--- src/hw/rtl/pmvtg_ram.sv ---
// generic simple dual-port ram, one write and one registered read port
// no dependencies
module pmvtg_ram #(
  parameter int Width = 8,
  parameter int Depth = 256
) (
  input  logic                                   clk_i,
  input  logic                                   we_i,
  input  logic [(Depth > 1 ? $clog2(Depth) : 1)-1:0] waddr_i,
  input  logic [Width-1:0]                       wdata_i,
  input  logic                                   re_i,
  input  logic [(Depth > 1 ? $clog2(Depth) : 1)-1:0] raddr_i,
  output logic [Width-1:0]                       rdata_o
);

  logic [Width-1:0] mem_q [Depth];
  logic [Width-1:0] rdata_q;

  always_ff @(posedge clk_i) begin
    if (we_i) begin
      mem_q[waddr_i] <= wdata_i;
    end
    if (re_i) begin
      rdata_q <= mem_q[raddr_i];
    end
  end

  assign rdata_o = rdata_q;

endmodule

--- config.mk ---
export PLATFORM = sky130hd
export DESIGN_NAME = pmvtg_ram
export DESIGN_NICKNAME = d
export VERILOG_FILES = /design/src/hw/rtl/pmvtg_ram.sv
export SDC_FILE = /design/constraint.sdc
export NUM_CORES = 2
export LEC_CHECK = 0
export BUFFER_PORTS_ARGS = -buffer_cell sky130_fd_sc_hd__buf_2
export CAP_MARGIN = 15
export CORE_MARGIN = 1.5
export CORE_UTILIZATION = 45
export CTS_CLUSTER_DIAMETER = 200
export DETAILED_ROUTE_END_ITERATION = 16
export GPL_ROUTABILITY_DRIVEN = 0
export HOLD_SLACK_MARGIN = 0.06
export SLEW_MARGIN = 10
export SYNTH_ARGS = -nofsm -noshare
export SYNTH_HDL_FRONTEND = slang
export SYNTH_SLANG_ARGS = --single-unit
--- constraint.sdc ---
create_clock -name clk_i -period 2.9 [get_ports clk_i]
set_input_delay 0.29 -clock clk_i [delete_from_list [all_inputs] [get_ports clk_i]]
set_output_delay 0.29 -clock clk_i [all_outputs]
set_load 0.005 [all_outputs]
# Yosys cells after proc, flatten, opt, wreduce, memory -nomap -nowiden
# Memory sizes are Yosys's and may differ from the RTL's. A register that Yosys moved wholly into a read port is not among the register bits.
# Cells that the tools add are included.
# W data, S select, Z words.
[totals]
regBits = 0
mem_bits_rw = 2048
inputBits = 27
wordCells = 3
mem_count = 1
[classes]
muxes = 2
[memory_table]
columns = ["memory", "words", "word_bits", "read_ports", "rd_ports_with_merged_regs", "wr", "line", "source"]
rows = [
  ["mem_q", 256, 8, 1, 1, 1, "16", "logic [Width-1:0] mem_q [Depth];"],
]
[ops]
columns = ["cell", "n"]
rows = [
  ["$mux W1", 2],
]

# Longest topological paths before layout
[depth]
ltp_word = 2
ltp_mapped = 11
ltp_nobuf = 6

# Worst setup path after synthesis
# Ideal clock, no wire load.
[synth_path]
kind = "input to register"
start = "input raddr_i[0] (netlist name)"
end = "register rdata_q[2], in the netlist rdata_o[2], read port of mem_q (data pin)"
t_arrival_ns = 2.097
path_slack_ns = 0.534
cell_stages = 9
path_buffers = 4
path_cell_list = "buf_6 -> buf_12 -> buf_8 -> buf_2 -> mux4_2 -> a22oi_1 -> a21oi_1 -> nor4_1 -> nor4_2"
[synth_rtl]
columns = ["element", "line", "source"]
rows = [
  ["from (decl)", "12", "input logic [(Depth > 1 ? $clog2(Depth) : 1)-1:0] raddr_i,"],
  ["to (decl)", "17", "logic [Width-1:0] rdata_q;"],
]

==> results by stage <==
STA:
- The highest clock rate is 353 MHz.
- Setup repair after global routing left no endpoint under its margin.
- Between clock sinks in the finished design, the worst skew comes to 0.0571 ns.
- Setup violations remaining at the end of the flow were counted as 0.
- In this run the tightest slew margin relative to its limit is 22.7%.
- The total count of max-transition violations in the final report came to 0.
- The slew at the pin closest to its max-slew limit is 1.15 ns.
- The worst path needs 2.84 ns of the cycle, external delays included.
- The aggregate negative setup slack is 0 ns.
- Final hold analysis gives a worst-case slack of 0.115 ns.
- The final number of hold-violating endpoints is 0.
- The period utilization is 97.8%.

Route:
- The post-route DRC violation count is 0.
- The first routing iteration left 5102 violations.
- Summed over all layers, the routed wires come to 203000 um.
- The count of antenna-violating nets left after detailed routing is 0.
- The detailed-routing iteration count for the pre-antenna-repair pass is 5.
- Dividing the detail-routed wire length by the instance count gives 29.3 um.
- The number of vias per cell is 5.89.
- Detailed routing inserted a total of 40700 vias.

Clocking:
- TritonCTS built the clock tree.
- The number of setup buffers added after CTS is 0.
- The clock passes through at most 3 buffers.
- The number of buffers inserted during clock tree synthesis is 204.
- The H-tree generated during clock tree synthesis spans 4 levels.
- The clock sink count is 2056.
- CTS placed an instance of sky130_fd_sc_hd__clkbuf_16 at the clock tree root.
- For the worst-skew pair, the clock arrives at the later sink with an insertion delay of 0.84 ns.
- After clock tree synthesis, the clock-pin slew on the worst setup and hold paths is 0.06 ns.

Synth:
- The number of enable flip-flop cells after synthesis is 2056.
- The most used flip-flop cell after synthesis is sky130_fd_sc_hd__edfxtp_1.
- In the post-synthesis netlist, the cell with the most instances is sky130_fd_sc_hd__edfxtp_1.
- The synthesized design devotes to its leading area cell type 77.5% of total area.
- The proportion of register bits with asynchronous set or reset after synthesis is 0%.
- The count of yosys warnings during synthesis is 0.
- The cell count after synthesis is 3733.
- The number of distinct standard cells referenced by the synthesized netlist is 54.
- The synthesized area divided by synthesized cell count is 21.3 um2.
- Ranked by instance count, the synthesized netlist is headed by sky130_fd_sc_hd__edfxtp_1 (2056), sky130_fd_sc_hd__mux4_2 (454), sky130_fd_sc_hd__nor2_1 (282).
- The number of storage elements in the synthesis netlist is 2056.
- The number of nets in the synthesized netlist is 3760.
- Sequential elements use 77.5% of the synthesized area.
- The top cell type by total area after synthesis is sky130_fd_sc_hd__edfxtp_1.
- By area the synthesized netlist is led by sky130_fd_sc_hd__edfxtp_1 (78%), sky130_fd_sc_hd__mux4_2 (13%), sky130_fd_sc_hd__mux2i_1 (1.7%), sky130_fd_sc_hd__nor2_1 (1.3%), sky130_fd_sc_hd__a22oi_1 (1.3%).
- The mapped cell area is 79600 um2.

Place:
- During placement, the flow inserted port buffers numbering 34.
- The post-DP HPWL is 131000 um.
- The placed cell area is 87300 um2.
- Once placement completed, the tool counted placed cells totaling 6527.

Worst setup path:
- On the critical path the largest part of the delay comes from simple AND/OR/NAND/NOR gates.
- STA classifies the critical path endpoint as a flip-flop.
- In this run the critical register-to-register path is captured at rdata_o[7]$_DFFE_PP_.
- For this run, the slowest stage of the critical path takes 0.95 ns.
- The launching element type of the critical path is a flip-flop.
- The cell count along the critical path is 6.
- In this run the critical register-to-register path is launched from mem_q[101][7]$_DFFE_PP_.
- Data on the critical path arrives at its endpoint at 3.38 ns.
- Counting cells, the worst reg-to-reg path comes to 6.
- At the worst endpoint, the required time is 3.44 ns.
- The highest fanout seen on the critical path is 1.
- The most critical setup path has its endpoint at rdata_o[7]$_DFFE_PP_.
- The cell occurring most often along the worst timing path is sky130_fd_sc_hd__nor4_1.
- The launch point of the worst path is mem_q[101][7]$_DFFE_PP_.
- The number of buffers and inverters on the critical path is 0.
- The library cell contributing the largest single delay on the critical path is sky130_fd_sc_hd__nor4_1.
- Traced cell by cell, the critical path runs through mux4_2 -> nor2b_1 -> a211oi_1 -> nor2_1 -> nor4_1 -> nor4_1.
- For flop-to-flop paths, the worst setup slack is 0.06 ns.
- The type of the worst setup path is reg -> reg.

Hold path:
- The launch instance of the worst min-delay path is waddr_i[4].
- The min-delay analysis places its worst path in the category in -> reg.

Floorplan:
- The effective utilization at floorplan is 45.3%.
- The core outline area is 176000 um2.
- Pin placement for this block handled 35 I/O pins.
- The cell row count is 154.
- Measured along the y axis, the die boundary spans 424 um.
- The floorplan die width is 424 um.
- The die area is 180000 um2.

Power:
- The worst supply voltage drop on vdd is 0.615 mV.
- In this run the power density over the cells is 658 nW/um2.
- The switching share of power is 21.6%.
- Combinational logic burns 5.5% of the power.
- The total chip power is 61.7 mW.
- In this run, the clock network consumes 41.4% of the power.
- The share of total power in sequential cells is 53.1%.
- The static leakage power is 30.3 nW.
- The internal power of the cells totals 48.4 mW.
- The total net switching power is 13.4 mW.

Cells and area:
- The proportion of layout cells with a drive suffix above 1 is 31.4%.
- The filler cell count in the final layout is 13600.
- The area of all placed cells without fillers is 93900 um2.
- The count of cells in the finished layout, fillers not included, comes to 6920.
- The net count of the finished layout is 4434.
- The sequential cells in the finished layout cover a total of 61700 um2.
- The multi-input combinational cells in the finished layout cover a total of 16500 um2.
- From synthesis to final layout, the design area changed by 17.9%.

Global route:
- Entering global routing, the biggest net connects 103 pins.
- The wire length of the first global-routing pass is 293000 um.
- The number of antenna violations at the first check in global routing is 12.
- Summed over all layers, the global routing overflow is 0.
- The number of global-route vias before repair is 41000.
- For this run, the total global-route usage over all layers was measured as 22.7%.

Run:
- Across the run, the number of max-cap violations was 0.

Outcome:
- The flow ran to the end, and the final reports show no timing, DRC or antenna violations.
-- power by group through the flow --
stage / sequential [mW] / clock (mW) / combinational (mW)
floorplan: 33.4 / 0 / 1.59
global placement: 33.4 / 0 / 3.35
detailed placement: 33.4 / 0 / 3.38
CTS: 32.8 / 26.0 / 3.41
global route: 32.8 / 27.1 / 3.57
finish: 32.8 / 25.6 / 3.38
-- worst reg2reg max path, cell delays in order (launching register included) --
cell and delay (ns):
sky130_fd_sc_hd__edfxtp_1 0.36, sky130_fd_sc_hd__mux4_2 0.45, sky130_fd_sc_hd__nor2b_1 0.14, sky130_fd_sc_hd__a211oi_1 0.36, sky130_fd_sc_hd__nor2_1 0.17, sky130_fd_sc_hd__nor4_1 0.95
sky130_fd_sc_hd__nor4_1 0.09
-- registers in the layout (all words and copies together) (netlist names) --
name	count
mem_q	2048
rdata_o	8
-- cells by family (layout without fill, tap and decap cells) --
| family | Yosys count | count (layout) | synth area share (%) |
|---|---|---|---|
| AO/OA/AOI/OAI | 385 | 385 | 3.42 |
| other | 0 | 1 | 0 |
| buffers and inverters | 235 | 1081 | 1.83 |
| multiplexers | 591 | 591 | 14.6 |
| flip-flops | 2056 | 2056 | 77.5 |
| AND/OR/NAND/NOR | 466 | 466 | 2.63 |
-- timing repair --
action	4_1_cts	5_1_grt
endpoints found under the hold margin	546	0
hold buffers	14	0
resized for setup	0	0
-- worst min-delay path by stage --
stage | endpoint | slack [ns] | cells past startpoint
finish | mem_q[250][3]$_DFFE_PP_ | 0.12 | 3
global route | mem_q[250][5]$_DFFE_PP_ | 0.10 | 3
CTS | mem_q[250][5]$_DFFE_PP_ | 0.06 | 3
detailed placement | rdata_o[0]$_DFFE_PP_ | 0.74 | 1
global placement | rdata_o[0]$_DFFE_PP_ | 0.74 | 1
floorplan | mem_q[0][0]$_DFFE_PP_ | 0.39 | 0
-- routing by layer --
layer	track usage, %	wire, um	vias to the layer above
li1	-	-	17100
met3	3.67	15500	286
met4	6.13	4980	2
met1	33.4	86200	21800
met2	35.3	96300	1623
met5	0	20	-
-- area by class of cell --
cell class / count / area share (%)
Antenna cell: 1 / 0.00267
Clock buffer: 262 / 5.69
Clock inverter: 116 / 1.21
Inverter: 2 / 0.00800
Multi-Input combinational cell: 1442 / 17.6
Sequential cell: 2056 / 65.8
Tap cell: 2340 / 3.12
Timing Repair Buffer: 701 / 6.65
-- metrics by stage --
step                      utilization (%)  worst slack [ns]
after floorplan                         -             0.534
after global placement               49.6            -0.756
after detailed placement             49.6            -0.762
after CTS                            53.4            0.0742
after global routing                 53.4            0.0428
final                                53.4            0.0635
-- cells in the final DEF, fill, tap and decap left out, types with 4 or more instances in the layout --
| master | netlist | final |
|---|---|---|
| sky130_fd_sc_hd__clkinv_16 | 0 | 8 |
| sky130_fd_sc_hd__clkbuf_16 | 0 | 205 |
| sky130_fd_sc_hd__buf_8 | 13 | 9 |
| sky130_fd_sc_hd__o32ai_1 | 4 | 4 |
| sky130_fd_sc_hd__buf_2 | 31 | 22 |
| sky130_fd_sc_hd__clkinv_1 | 1 | 50 |
| sky130_fd_sc_hd__edfxtp_1 | 2056 | 2056 |
| sky130_fd_sc_hd__a21oi_1 | 96 | 96 |
| sky130_fd_sc_hd__or2_2 | 4 | 4 |
| sky130_fd_sc_hd__a221oi_1 | 13 | 13 |
| sky130_fd_sc_hd__clkinv_2 | 0 | 36 |
| sky130_fd_sc_hd__o22ai_1 | 28 | 28 |
| sky130_fd_sc_hd__nand2_1 | 33 | 33 |
| sky130_fd_sc_hd__dlygate4sd3_1 | 0 | 14 |
| sky130_fd_sc_hd__o211ai_1 | 10 | 10 |
| sky130_fd_sc_hd__buf_4 | 27 | 581 |
| sky130_fd_sc_hd__a211oi_1 | 16 | 16 |
| sky130_fd_sc_hd__nand4_1 | 10 | 10 |
| sky130_fd_sc_hd__a22oi_1 | 133 | 133 |
| sky130_fd_sc_hd__clkbuf_1 | 111 | 57 |
| sky130_fd_sc_hd__nor4_1 | 24 | 24 |
| sky130_fd_sc_hd__mux2i_1 | 134 | 134 |
| sky130_fd_sc_hd__buf_12 | 8 | 74 |
| sky130_fd_sc_hd__and2_1 | 6 | 5 |
| sky130_fd_sc_hd__nand2b_1 | 8 | 8 |
| sky130_fd_sc_hd__bufinv_16 | 0 | 13 |
| sky130_fd_sc_hd__mux4_2 | 454 | 454 |
| sky130_fd_sc_hd__o21ai_0 | 10 | 10 |
| sky130_fd_sc_hd__nor2_1 | 282 | 279 |
| sky130_fd_sc_hd__inv_16 | 0 | 4 |
| sky130_fd_sc_hd__nand3_1 | 34 | 31 |
| sky130_fd_sc_hd__a22o_1 | 8 | 8 |
| sky130_fd_sc_hd__nor3_1 | 22 | 22 |
| sky130_fd_sc_hd__nor2b_1 | 31 | 28 |
| sky130_fd_sc_hd__o22a_1 | 5 | 5 |
| sky130_fd_sc_hd__o221ai_1 | 46 | 46 |
Note: power is estimated with default switching activity, not from simulation.
